### src/hw/rtl/sul_pkg.sv
`default_nettype none

package sul_pkg;

    localparam int QUEUE_DEPTH = 4;

    typedef enum logic [3:0] {
        PH_LEAD,
        PH_SLASH,
        PH_LINE,
        PH_BLOCK,
        PH_BSTAR,
        PH_BODY,
        PH_ESC,
        PH_HEX1,
        PH_HEX2,
        PH_DONE
    } phase_t;

    typedef enum logic [2:0] {
        K_DATA    = 3'd0,
        K_WARN    = 3'd1,
        K_END     = 3'd2,
        K_NOMATCH = 3'd3,
        K_NLERR   = 3'd4
    } kind_t;

    localparam logic [7:0] CH_ESC    = 8'h1b;
    localparam logic [7:0] CH_QUOTE  = 8'h22;
    localparam logic [7:0] CH_BSLASH = 8'h5c;
    localparam logic [7:0] CH_X      = 8'h78;
    localparam logic [7:0] CH_SLASH  = 8'h2f;
    localparam logic [7:0] CH_STAR   = 8'h2a;
    localparam logic [7:0] CH_NL     = 8'h0a;
    localparam logic [7:0] CH_SPACE  = 8'h20;

    // one queue entry: a warning pair carries the escaped byte and expands to two results
    typedef struct packed {
        logic [7:0]  data;
        kind_t       kind;
        logic        last;
        logic        pair;
        logic [31:0] line;
    } entry_t;

    function automatic logic [3:0] hex_value(input logic [7:0] c);
        logic [3:0] v;
        v = 4'd0;
        if (c >= 8'h30 && c <= 8'h39)
        begin
            v = 4'(c - 8'h30);
        end
        else if (c >= 8'h41 && c <= 8'h46)
        begin
            v = 4'(c - 8'h37);
        end
        else if (c >= 8'h61 && c <= 8'h66)
        begin
            v = 4'(c - 8'h57);
        end
        return v;
    endfunction

    // bit 8 marks a known escape
    function automatic logic [8:0] escape_code(input logic [7:0] c);
        logic [8:0] r;
        case (c)
            CH_BSLASH: r = {1'b1, CH_BSLASH};
            CH_QUOTE:  r = {1'b1, CH_QUOTE};
            8'h27:     r = {1'b1, 8'h27};
            8'h61:     r = {1'b1, 8'h07};
            8'h62:     r = {1'b1, 8'h08};
            8'h65:     r = {1'b1, CH_ESC};
            8'h66:     r = {1'b1, 8'h0c};
            8'h6e:     r = {1'b1, CH_NL};
            8'h72:     r = {1'b1, 8'h0d};
            8'h74:     r = {1'b1, 8'h09};
            8'h76:     r = {1'b1, 8'h0b};
            default:   r = 9'd0;
        endcase
        return r;
    endfunction

endpackage

`default_nettype wire

### src/hw/rtl/sul_fifo.sv
`default_nettype none

module sul_fifo
    import sul_pkg::*;
#(
    parameter int DEPTH = 4
)
(
    input  wire    clk,
    input  wire    rst_n,
    input  wire    push,
    input  entry_t push_entry,
    output logic   full,
    input  wire    pop,
    output entry_t pop_entry,
    output logic   empty
);

    localparam int PW = (DEPTH > 1) ? $clog2(DEPTH) : 1;
    localparam int CW = $clog2(DEPTH + 1);

    entry_t          slot_reg [DEPTH];
    logic [PW-1:0]   wr_ptr_reg;
    logic [PW-1:0]   rd_ptr_reg;
    logic [CW-1:0]   count_reg;
    logic [PW-1:0]   wr_ptr_next;
    logic [PW-1:0]   rd_ptr_next;
    logic [CW-1:0]   count_next;

    assign full      = (count_reg == CW'(DEPTH));
    assign empty     = (count_reg == '0);
    assign pop_entry = slot_reg[rd_ptr_reg];

    always_comb
    begin
        wr_ptr_next = wr_ptr_reg;
        rd_ptr_next = rd_ptr_reg;
        count_next  = count_reg;
        if (push)
        begin
            wr_ptr_next = (wr_ptr_reg == PW'(DEPTH - 1)) ? '0 : wr_ptr_reg + 1'b1;
        end
        if (pop)
        begin
            rd_ptr_next = (rd_ptr_reg == PW'(DEPTH - 1)) ? '0 : rd_ptr_reg + 1'b1;
        end
        if (push && !pop)
        begin
            count_next = count_reg + 1'b1;
        end
        else if (pop && !push)
        begin
            count_next = count_reg - 1'b1;
        end
    end

    always_ff @(posedge clk or negedge rst_n)
    begin
        if (!rst_n)
        begin
            wr_ptr_reg <= '0;
            rd_ptr_reg <= '0;
            count_reg  <= '0;
        end
        else
        begin
            wr_ptr_reg <= wr_ptr_next;
            rd_ptr_reg <= rd_ptr_next;
            count_reg  <= count_next;
        end
    end

    always_ff @(posedge clk)
    begin
        if (push)
        begin
            slot_reg[wr_ptr_reg] <= push_entry;
        end
    end

endmodule

`default_nettype wire

### src/hw/rtl/sul_front.sv
`default_nettype none

module sul_front
    import sul_pkg::*;
#(
    parameter int LINE_COUNT_WIDTH = 32
)
(
    input  wire        clk,
    input  wire        rst_n,
    input  wire        accept,
    input  wire  [7:0] in_byte,
    input  wire        start_req,
    output logic       push,
    output entry_t     push_entry
);

    phase_t                      phase_reg;
    phase_t                      phase_next;
    phase_t                      cur_phase;
    logic [3:0]                  high_nibble_reg;
    logic [3:0]                  high_nibble_next;
    logic [LINE_COUNT_WIDTH-1:0] line_count_reg;
    logic                        count_inc;
    logic [31:0]                 line_sat;
    logic                        is_space;
    logic [8:0]                  esc;

    assign cur_phase = start_req ? PH_LEAD : phase_reg;
    assign esc       = escape_code(in_byte);

    always_comb
    begin
        is_space = (in_byte == CH_SPACE) || (in_byte inside {[8'h09:8'h0d]});
    end

    generate
        if (LINE_COUNT_WIDTH > 32)
        begin : g_sat
            assign line_sat = (|line_count_reg[LINE_COUNT_WIDTH-1:32]) ? '1
                            : line_count_reg[31:0];
        end
        else
        begin : g_ext
            assign line_sat = 32'(line_count_reg);
        end
    endgenerate

    // next phase
    always_comb
    begin
        phase_next = cur_phase;
        case (cur_phase)
            PH_LEAD:
            begin
                if (is_space)
                begin
                    phase_next = PH_LEAD;
                end
                else if (in_byte == CH_SLASH)
                begin
                    phase_next = PH_SLASH;
                end
                else if (in_byte == CH_QUOTE)
                begin
                    phase_next = PH_BODY;
                end
                else
                begin
                    phase_next = PH_DONE;
                end
            end
            PH_SLASH:
            begin
                if (in_byte == CH_SLASH)
                begin
                    phase_next = PH_LINE;
                end
                else if (in_byte == CH_STAR)
                begin
                    phase_next = PH_BLOCK;
                end
                else
                begin
                    phase_next = PH_DONE;
                end
            end
            PH_LINE:
            begin
                if (in_byte == CH_NL)
                begin
                    phase_next = PH_LEAD;
                end
            end
            PH_BLOCK, PH_BSTAR:
            begin
                if (in_byte == CH_SLASH && cur_phase == PH_BSTAR)
                begin
                    phase_next = PH_LEAD;
                end
                else if (in_byte == CH_STAR)
                begin
                    phase_next = PH_BSTAR;
                end
                else
                begin
                    phase_next = PH_BLOCK;
                end
            end
            PH_BODY:
            begin
                if (in_byte == CH_QUOTE || in_byte == CH_NL)
                begin
                    phase_next = PH_DONE;
                end
                else if (in_byte == CH_BSLASH)
                begin
                    phase_next = PH_ESC;
                end
            end
            PH_ESC:
            begin
                phase_next = (in_byte == CH_X) ? PH_HEX1 : PH_BODY;
            end
            PH_HEX1:
            begin
                phase_next = PH_HEX2;
            end
            PH_HEX2:
            begin
                phase_next = PH_BODY;
            end
            default:
            begin
                phase_next = PH_DONE;
            end
        endcase
    end

    // classification of the byte into a queue entry
    always_comb
    begin
        push             = 1'b0;
        count_inc        = 1'b0;
        high_nibble_next = start_req ? 4'd0 : high_nibble_reg;
        push_entry       = '{data: in_byte, kind: K_DATA, last: 1'b0, pair: 1'b0,
                             line: line_sat};
        case (cur_phase)
            PH_LEAD:
            begin
                if (is_space)
                begin
                    count_inc = (in_byte == CH_NL);
                end
                else if (in_byte != CH_SLASH && in_byte != CH_QUOTE)
                begin
                    push            = 1'b1;
                    push_entry.kind = K_NOMATCH;
                    push_entry.last = 1'b1;
                end
            end
            PH_SLASH:
            begin
                if (in_byte != CH_SLASH && in_byte != CH_STAR)
                begin
                    push            = 1'b1;
                    push_entry.data = CH_SLASH;
                    push_entry.kind = K_NOMATCH;
                    push_entry.last = 1'b1;
                end
            end
            PH_LINE:
            begin
                count_inc = (in_byte == CH_NL);
            end
            PH_BLOCK, PH_BSTAR:
            begin
                count_inc = (in_byte == CH_NL);
            end
            PH_BODY:
            begin
                if (in_byte == CH_QUOTE)
                begin
                    push            = 1'b1;
                    push_entry.data = 8'd0;
                    push_entry.kind = K_END;
                    push_entry.last = 1'b1;
                end
                else if (in_byte == CH_NL)
                begin
                    push            = 1'b1;
                    push_entry.kind = K_NLERR;
                    push_entry.last = 1'b1;
                end
                else if (in_byte != CH_BSLASH)
                begin
                    push = 1'b1;
                end
            end
            PH_ESC:
            begin
                if (in_byte != CH_X)
                begin
                    push = 1'b1;
                    if (esc[8])
                    begin
                        push_entry.data = esc[7:0];
                    end
                    else
                    begin
                        push_entry.kind = K_WARN;
                        push_entry.pair = 1'b1;
                    end
                end
            end
            PH_HEX1:
            begin
                high_nibble_next = hex_value(in_byte);
            end
            PH_HEX2:
            begin
                push             = 1'b1;
                push_entry.data  = {high_nibble_reg, hex_value(in_byte)};
                high_nibble_next = 4'd0;
            end
            default:
            begin
                push = 1'b0;
            end
        endcase
        push = push && accept;
    end

    always_ff @(posedge clk or negedge rst_n)
    begin
        if (!rst_n)
        begin
            phase_reg       <= PH_LEAD;
            high_nibble_reg <= 4'd0;
            line_count_reg  <= '0;
        end
        else if (accept)
        begin
            phase_reg       <= phase_next;
            high_nibble_reg <= high_nibble_next;
            if (count_inc && line_count_reg != '1)
            begin
                line_count_reg <= line_count_reg + 1'b1;
            end
        end
    end

endmodule

`default_nettype wire

### src/hw/rtl/sul_back.sv
`default_nettype none

module sul_back
    import sul_pkg::*;
(
    input  wire         clk,
    input  wire         rst_n,
    input  wire         empty,
    input  entry_t      pop_entry,
    output logic        pop,
    output logic        m_tvalid,
    input  wire         m_tready,
    output logic [39:0] m_tdata,
    output logic [2:0]  m_tuser,
    output logic        m_tlast
);

    logic        valid_reg;
    logic        valid_next;
    logic [7:0]  byte_reg;
    logic [7:0]  byte_next;
    kind_t       kind_reg;
    kind_t       kind_next;
    logic        last_reg;
    logic        last_next;
    logic [31:0] line_reg;
    logic [31:0] line_next;
    logic        pend_reg;
    logic        pend_next;
    logic [7:0]  pend_byte_reg;
    logic [7:0]  pend_byte_next;
    logic        load;

    assign load = !valid_reg || m_tready;

    always_comb
    begin
        pop            = 1'b0;
        valid_next     = valid_reg && !m_tready;
        byte_next      = byte_reg;
        kind_next      = kind_reg;
        last_next      = last_reg;
        line_next      = line_reg;
        pend_next      = pend_reg;
        pend_byte_next = pend_byte_reg;
        if (load)
        begin
            if (pend_reg)
            begin
                // second half of a warning pair
                valid_next = 1'b1;
                byte_next  = pend_byte_reg;
                kind_next  = K_WARN;
                last_next  = 1'b0;
                pend_next  = 1'b0;
            end
            else if (!empty)
            begin
                pop        = 1'b1;
                valid_next = 1'b1;
                kind_next  = pop_entry.kind;
                last_next  = pop_entry.last;
                line_next  = pop_entry.line;
                if (pop_entry.pair)
                begin
                    byte_next      = CH_SLASH;
                    pend_next      = 1'b1;
                    pend_byte_next = pop_entry.data;
                end
                else
                begin
                    byte_next = pop_entry.data;
                end
            end
        end
    end

    always_ff @(posedge clk or negedge rst_n)
    begin
        if (!rst_n)
        begin
            valid_reg <= 1'b0;
            pend_reg  <= 1'b0;
        end
        else
        begin
            valid_reg <= valid_next;
            pend_reg  <= pend_next;
        end
    end

    always_ff @(posedge clk)
    begin
        byte_reg      <= byte_next;
        kind_reg      <= kind_next;
        last_reg      <= last_next;
        line_reg      <= line_next;
        pend_byte_reg <= pend_byte_next;
    end

    assign m_tvalid = valid_reg;
    assign m_tdata  = {line_reg, byte_reg};
    assign m_tuser  = kind_reg;
    assign m_tlast  = last_reg;

endmodule

`default_nettype wire

### src/hw/rtl/string_literal_unescaper_unit.sv
// string literal unescaper: source bytes in, decoded literal bytes out
// input channel s_*: one source byte per item, s_tuser set on the byte that
// starts a new scan (clears phase and hex state, keeps the newline count)
// output channel m_*: one decoded byte, warning, end, no-match or error per item;
// m_tuser gives the kind, m_tlast marks the item that ends the scan, and
// m_tdata carries the newline count seen so far next to the byte
// throughput: one source byte per cycle while the queue is not full; an unknown
// escape yields two output items, bytes skipped as space or comment yield none
// path: the classifier writes an item that causes a result into the four-entry
// queue as the item is accepted, and the output register loads it from the queue
// once that register is empty or its item is taken, raising m_tvalid
// s_tready drops only while the queue is full, so the classifier keeps taking
// bytes while the output stalls; a stalled output holds its item unchanged
// reset: scan returns to the leading space phase, newline count cleared,
// queue and output emptied
`default_nettype none

module string_literal_unescaper_unit
    import sul_pkg::*;
#(
    parameter int LINE_COUNT_WIDTH = 32
)
(
    input  wire         clk,
    input  wire         rst_n,
    input  wire         s_tvalid,
    output logic        s_tready,
    input  wire  [7:0]  s_tdata,   // [7:0] in_byte
    input  wire         s_tuser,   // [0] start_req
    output logic        m_tvalid,
    input  wire         m_tready,
    output logic [39:0] m_tdata,   // [7:0] out_byte, [39:8] line_number
    output logic [2:0]  m_tuser,   // [2:0] kind
    output logic        m_tlast    // is_last
);

    logic   accept;
    logic   push;
    entry_t push_entry;
    logic   full;
    logic   pop;
    entry_t pop_entry;
    logic   empty;

    assign s_tready = !full;
    assign accept   = s_tvalid && s_tready;

    sul_front #(
        .LINE_COUNT_WIDTH (LINE_COUNT_WIDTH)
    ) u_front (
        .clk        (clk),
        .rst_n      (rst_n),
        .accept     (accept),
        .in_byte    (s_tdata),
        .start_req  (s_tuser),
        .push       (push),
        .push_entry (push_entry)
    );

    sul_fifo #(
        .DEPTH (QUEUE_DEPTH)
    ) u_fifo (
        .clk        (clk),
        .rst_n      (rst_n),
        .push       (push),
        .push_entry (push_entry),
        .full       (full),
        .pop        (pop),
        .pop_entry  (pop_entry),
        .empty      (empty)
    );

    sul_back u_back (
        .clk       (clk),
        .rst_n     (rst_n),
        .empty     (empty),
        .pop_entry (pop_entry),
        .pop       (pop),
        .m_tvalid  (m_tvalid),
        .m_tready  (m_tready),
        .m_tdata   (m_tdata),
        .m_tuser   (m_tuser),
        .m_tlast   (m_tlast)
    );

endmodule

`default_nettype wire
### config.mk
export PLATFORM = sky130hd
export DESIGN_NAME = string_literal_unescaper_unit
export DESIGN_NICKNAME = d
export VERILOG_FILES = /design/src/hw/rtl/sul_pkg.sv /design/src/hw/rtl/sul_fifo.sv /design/src/hw/rtl/sul_front.sv /design/src/hw/rtl/sul_back.sv /design/src/hw/rtl/string_literal_unescaper_unit.sv
export SDC_FILE = /design/constraint.sdc
export NUM_CORES = 1
export LEC_CHECK = 0
export ABC_AREA = 1
export BUFFER_PORTS_ARGS = -buffer_cell sky130_fd_sc_hd__buf_2
export CORE_MARGIN = 8
export CORE_UTILIZATION = 40
export DETAILED_ROUTE_END_ITERATION = 10
export PLACE_DENSITY = 0.61
export SLEW_MARGIN = 25
export SYNTH_ARGS = -nofsm -noshare
export SYNTH_HDL_FRONTEND = slang
export SYNTH_SLANG_ARGS = --single-unit
### constraint.sdc
create_clock -name clk -period 3.5 [get_ports clk]
set_input_delay 0.35 -clock clk [delete_from_list [all_inputs] [get_ports clk]]
set_output_delay 0.35 -clock clk [all_outputs]
set_load 0.05 [all_outputs]
==> metrics, run 1 <==
area grow syn2layout 14.9%; Worst IR Drop VDD 0.508 mV; most used routing layer met2; die width 194 um; hold path depth 4; Resize count post-CTS 0; die area 37,600 um2; worst hold-check path type input port to flop; drt first-iter violations 723; CP Capture Type flop; met3 usage 2.48%; number of routed nets with antenna violations 0; crit path max fanout 7; chip height 194 um; Final Net Count 1,297; Worst slew margin 39.4%; Clock Latency Late Sink 0.55 ns; diodes inserted 0; met2 Use GR 24.1%; Clock Pin Slew Worst Setup and Hold Paths 0.06 ns; number of buffers added on ports 58; initial antenna violation count 0; leakage 5.53 nW; final hold viol count 0; Hold Buf Count CTS 1; Register-to-Register Path Depth 14; number of global-route vias before repair 8,636; GR Util met1 22.0%; row cnt 65; worst-margin pin slew 0.908 ns; Max Slew Vio Count 0; CTS tree yes; cells after synthesis 1,205; Ports 59; status finished clean; dpl hpwl 19.3 mm; Hold Slack 0.127 ns; clock sink count 281; fin crit share 75.5%; Req. time, crit path 3.92 ns; CTS H-tree depth 1; Clock Tree Buf Depth 3; fmax 378 MHz; RSZ-0062 raised after global routing false; arrival time at the worst endpoint 3.06 ns; WL/cell 17.3 um; post-CTS setup repair buffer count 0; Initial Util 40.4%; Setup Crit Path Kind flop to flop; library cells used by synthesis 43; pwr/cell area 812 nW/um2; post-synthesis sequential area ratio 64.8%; slowest CP cell dfrtp_1; layout cells sized above 1 14.2%; Residual DRC 0; Pre-antenna DRT Iters 5; fill count 2,904; min Tclk post-route 2.64 ns; Max Cap Viol 0; Worst Skew 0.0180 ns; largest net degree at the start of global routing 90; total gr overflow 0; GP Congestion 0.921; final wirelength 29.4 mm; DP Area 13,400 um2; first-pass GRT wire length 47.5 mm; CTS root buffer clkbuf_16; Synth Register Bits 281; CTS buffer count 31; Syn Nets 1,231; max reg flops 180; # setup viols final 0; Syn. warnings 0; via count 8,841; All-Layer GR Usage 15.4%; Mean Syn Cell Area 10.5 um2; crit start category flop; max incr delay on CP 0.44 ns; design area 14,500 um2; core area 31,300 um2; DR vias/cell 5.21; Mapped Area 12,600 um2; critical path cell sequence nand3b_1 -> nor2_1 -> nand3_2 -> nand2_1 -> nor2_1 -> nand2_2 -> nand2_4 -> inv_1 -> ha_1 -> inv_1 -> fa_1 -> a21oi_1 -> o21ai_0 -> xnor2_1
## worst paths after layout
kind / start / end / slack, ns
worst max-delay path: u_front.phase_reg[1] / u_fifo.count_reg[2] / 0.86
worst min-delay path: m_tready / u_back.pend_reg / 0.13
worst max register to register: u_front.phase_reg[1] / u_fifo.count_reg[2] / 0.86
worst min register to register: u_front.high_nibble_reg[3] / u_front.high_nibble_reg[3] / 0.49
max in group asynchronous: rst_n / u_front.line_count_reg[24] / 2.54
min in group asynchronous: rst_n / u_front.high_nibble_reg[3] / 0.34
## where the power goes
group | switching, W | total (W) | internal, W
combinational | 0.00274 | 0.00360 | 0.000866
clock | 0.00124 | 0.00337 | 0.00213
sequential | 0.000224 | 0.00481 | 0.00459
## metrics by stage
step,worst slack (ns),utilization [%],TNS (ns),power [W],cells
after floorplan,-0.191,-,-34.46,0.00745,1205
after global placement,0.420,42.9,0,0.00847,1639
after detailed placement,0.351,42.9,0,0.00852,1639
after CTS,0.865,46.4,0,0.0119,1697
after global routing,0.649,46.4,0,0.0124,1697
final,0.857,46.4,0,0.0118,1697
## layout make-up
type | count | area (um2) | share of cell area [%]
clock buffer | 43 | 851 | 5.86
tap | 402 | 503 | 3.46
inverter | 69 | 259 | 1.78
multi-input combinational | 810 | 4010 | 27.6
timing repair buffer | 78 | 483 | 3.33
sequential | 281 | 8190 | 56.4
clock inverter | 14 | 226 | 1.56
## cell usage after synthesis (all sizes together)
cell type | instances | share of area, %
nor2 | 190 | 6.0
fa | 1 | 0.16
buf | 15 | 0.79
xnor2 | 7 | 0.48
o211ai | 6 | 0.36
dfrtp | 49 | 9.7
nand3 | 53 | 2.4
or2 | 2 | 0.099
nand3b | 18 | 1.1
nor4 | 1 | 0.099
clkinv | 3 | 0.089
a22o | 3 | 0.21
mux2 | 1 | 0.089
o21bai | 1 | 0.059
xor2 | 10 | 0.69
inv | 66 | 2.0
edfxtp | 232 | 55
and2 | 1 | 0.050
nand2 | 297 | 9.3
a311oi | 1 | 0.069
clkbuf | 30 | 0.90
o21ai | 96 | 3.8
a32oi | 6 | 0.42
nor3 | 4 | 0.16
a21oi | 22 | 0.87
nand4 | 42 | 2.1
ha | 12 | 1.2
o22ai | 36 | 1.8
## routing by layer
metal	vias to the layer above	part of all wire [%]
met5	-	0
met4	0	1.8
met3	42	5.3
met2	206	45
met1	4263	48
li1	4330	-
## layout by cell type, fill, tap and decap left out, drive strengths merged, types with 36 or more instances in the layout
| cell type | count |
|---|---|
| nand3 | 53 |
| edfxtp | 232 |
| o21ai | 96 |
| nand2 | 297 |
| nor2 | 190 |
| buf | 77 |
| o22ai | 36 |
| dfrtp | 49 |
| inv | 68 |
| nand4 | 42 |
| clkbuf | 43 |
## kinds of logic after synthesis
| group | count (synthesis) | share of synthesized area (%) |
|---|---|---|
| and+or+nand+nor | 608 | 21.3 |
| DFF | 281 | 64.8 |
| AOI/OAI and AO/OA | 171 | 7.59 |
| buffers and inverters | 114 | 3.74 |
| xor gates and xnor gates | 17 | 1.18 |
| adders and majority gates | 13 | 1.35 |
| muxes | 1 | 0.0890 |
## critical path, delay by kind of cell (launching register included)
family | cells | cell delay, ns
adders and majority gates | 2 | 0.50
buffers and inverters | 2 | 0.14
DFF | 1 | 0.44
xor gates and xnor gates | 1 | 0.13
AOI/OAI and AO/OA | 2 | 0.25
and+or+nand+nor | 7 | 1.06
No activity file was read; power rests on OpenSTA's default activity.
==> run 2: changes to the inputs <==
Clock period 3.5 ns to 2.2 ns, I/O delays scaled along.
==> run 2 against run 1 <==
Effect of this change: combinational power up 75%; hold slack got worse by 0.12 ns; global-route usage up 0.70 points.
==> metrics, run 2 (synthesized netlist as in run 1, its figures left out) <==
crit start category flop; fill count 2,863 (-1.4%); Switching Share 36.3% (+0.67 points); min Tclk post-route 2.18 ns (-0.460 ns); diodes inserted 0 (unchanged); arrival time at the worst endpoint 2.60 ns (-0.46 ns); Worst Hold Launch m_tready; clock sink count 281 (unchanged); GP Congestion 0.931 (+1.0%); Pint 0.0119 W (+56%); initial antenna violation count 0 (unchanged); drt first-iter violations 756 (+4.6%); register area 8190 um2 (unchanged); core area 31,300 um2 (unchanged); Clock Latency Late Sink 0.54 ns (about the same); die area 37,600 um2 (unchanged); largest net degree at the start of global routing 75 (-17%); number of routed nets with antenna violations 0 (unchanged); Worst slew margin 50.1% (+11 points); die width 194 um (unchanged); RSZ-0062 raised after global routing true; layout cells sized above 1 21.1% (+6.9 points); fin crit share 99.2% (+24 points); R2R Setup Slk 0.02 ns (-0.84 ns); CTS H-tree depth 1 (unchanged); Initial Util 40.4% (unchanged); Max Cap Viol 0 (unchanged); CTS tree yes; worst hold-check path type input port to flop; Worst IR Drop VDD 0.672 mV (+32%); Comb power frac 33.9% (+3.3 points); pwr/cell area 1230 nW/um2 (+51%); final wirelength 30.4 mm (+3.4%); Setup Crit Path Kind flop to flop; total gr overflow 0 (unchanged); sw power 0.00677 W (+61%); fmax 458 MHz (+21%); crit path max fanout 4 (-3); commonest non-fill, non-tap cells in the layout nand2_1 (273), edfxtp_1 (232), nor2_1 (171); number of global-route vias before repair 9,164 (+6.1%); status finished clean; row cnt 65 (unchanged); r2r startpoint u_front.phase_reg[1]; CTS root buffer clkbuf_16; WL/cell 17.1 um (-1.5%); All-Layer GR Usage 16.1% (+0.70 points); pre-CTS WS -0.303 ns (-0.655 ns); CTS buffer count 28 (-9.7%); Pre-antenna DRT Iters 5 (unchanged); Hold Slack 0.00481 ns (-0.122 ns); Req. time, crit path 2.62 ns (-1.30 ns); Worst Skew 0.00821 ns (-0.00976 ns); Clock Pin Slew Worst Setup and Hold Paths 0.06 ns (about the same); leakage 5.91 nW (+6.9%); final hold viol count 0 (unchanged); Ports 59 (unchanged); max reg flops 180 (unchanged); chip height 194 um (unchanged); dpl hpwl 20.7 mm (+6.9%); area grow syn2layout 20.2%; reg-to-reg endpoint u_fifo.count_reg[2]; # setup viols final 0 (unchanged); worst-margin pin slew 0.749 ns (-0.159 ns); fin worst setup slack 0.0167 ns (-0.840 ns); sequential share of power 40.7% (about the same); CP Capture Type flop; footprint of the multi-input gates 4080 um2 (+1.8%); Max Slew Vio Count 0 (unchanged); Residual DRC 0 (unchanged); crit path from u_front.phase_reg[1]; DR vias/cell 5.21 (about the same); via count 9,284 (+5.0%); first-pass GRT wire length 49.7 mm (+4.6%); Final Net Count 1,384 (+6.7%); hold path depth 4 (unchanged); share of power burned in the clock network 25.4% (-3.2 points); most common cell after layout, fill and taps aside nand2_1; Min-Delay Endpoint u_back.pend_reg; Clock Tree Buf Depth 3 (unchanged); Register-to-Register Path Depth 14 (unchanged); number of buffers added on ports 58 (unchanged)
[run 2: final cells by class]
| cell class | instances | area share, % |
|---|---|---|
| clock inverters | 12 | 0.741 |
| inverters | 69 | 1.75 |
| well taps | 402 | 3.31 |
| flip-flops and latches | 281 | 53.9 |
| clock buffers | 40 | 5.38 |
| multi-input cells | 810 | 26.9 |
| repair buffers | 168 | 8.02 |
[run 2: how the worst max path moves through the flow]
| stage | to | slack (ns) |
|---|---|---|
| 6_report | u_fifo.count_reg[2] | 0.02 |
| 5_1_grt | u_fifo.count_reg[2] | -0.1 |
| 4_1_cts | u_fifo.count_reg[2] | 0.002 |
| 3_5_place_dp | u_fifo.count_reg[2] | -0.30 |
| 3_3_place_gp | u_fifo.count_reg[2] | -0.25 |
| 2_1_floorplan | u_fifo.slot_reg[0][0] | -0.16 |
[run 2: critical path, cell delays in order (launching register included)]
cell and delay (ns):
dfrtp_1 0.41, nand3b_1 0.22, nor2_2 0.16, nand3_2 0.10, nand2_2 0.08, nor2_2 0.04
nand2_2 0.08, nand2_4 0.06, inv_4 0.06, ha_4 0.12, inv_2 0.04, fa_2 0.36
a21oi_2 0.13, o21ai_1 0.09, xnor2_1 0.13
[run 2: power groups by stage]
stage	Sequential, W	Clock, W	Combinational [W]
floorplan	0.00911	0	0.00278
CTS	0.00759	0.00484	0.00631
finish	0.00759	0.00474	0.00631
detailed placement	0.00769	0	0.00628
global placement	0.00766	0	0.00623
global route	0.00769	0.00507	0.00690
[run 2: through the flow]
stage | util (%) | total power, W | std cells | setup TNS (ns) | cell area [um2]
global placement | 45.3 | 0.0139 | 1725 | -5.79 | 14200
finish | 48.5 | 0.0186 | 1782 | 0 | 15200
CTS | 48.3 | 0.0187 | 1778 | 0 | 15100
floorplan | - | 0.0119 | 1205 | -29.58 | 12700
detailed placement | 45.3 | 0.0140 | 1725 | -18.95 | 14200
global route | 48.5 | 0.0197 | 1782 | -0.155 | 15200
[run 2: metal layers]
layer | GRT usage (%) | up-vias | part of all wire (%)
met5 | 0 | - | 0
met4 | 3.48 | 0 | 1.4
met3 | 2.50 | 37 | 5.1
met2 | 25.3 | 233 | 46
met1 | 23.2 | 4517 | 48
li1 | - | 4497 | -
[run 2: repair_timing]
| item | CTS | global route |
|---|---|---|
| endpoints found under the hold margin | 15 | 0 |
| pin swaps | 1 | 10 |
| resized for setup | 2 | 10 |
| buffers inserted | 0 | 4 |
| hold buffers | 1 | 0 |
| endpoints found under the setup margin | 2 | 2 |
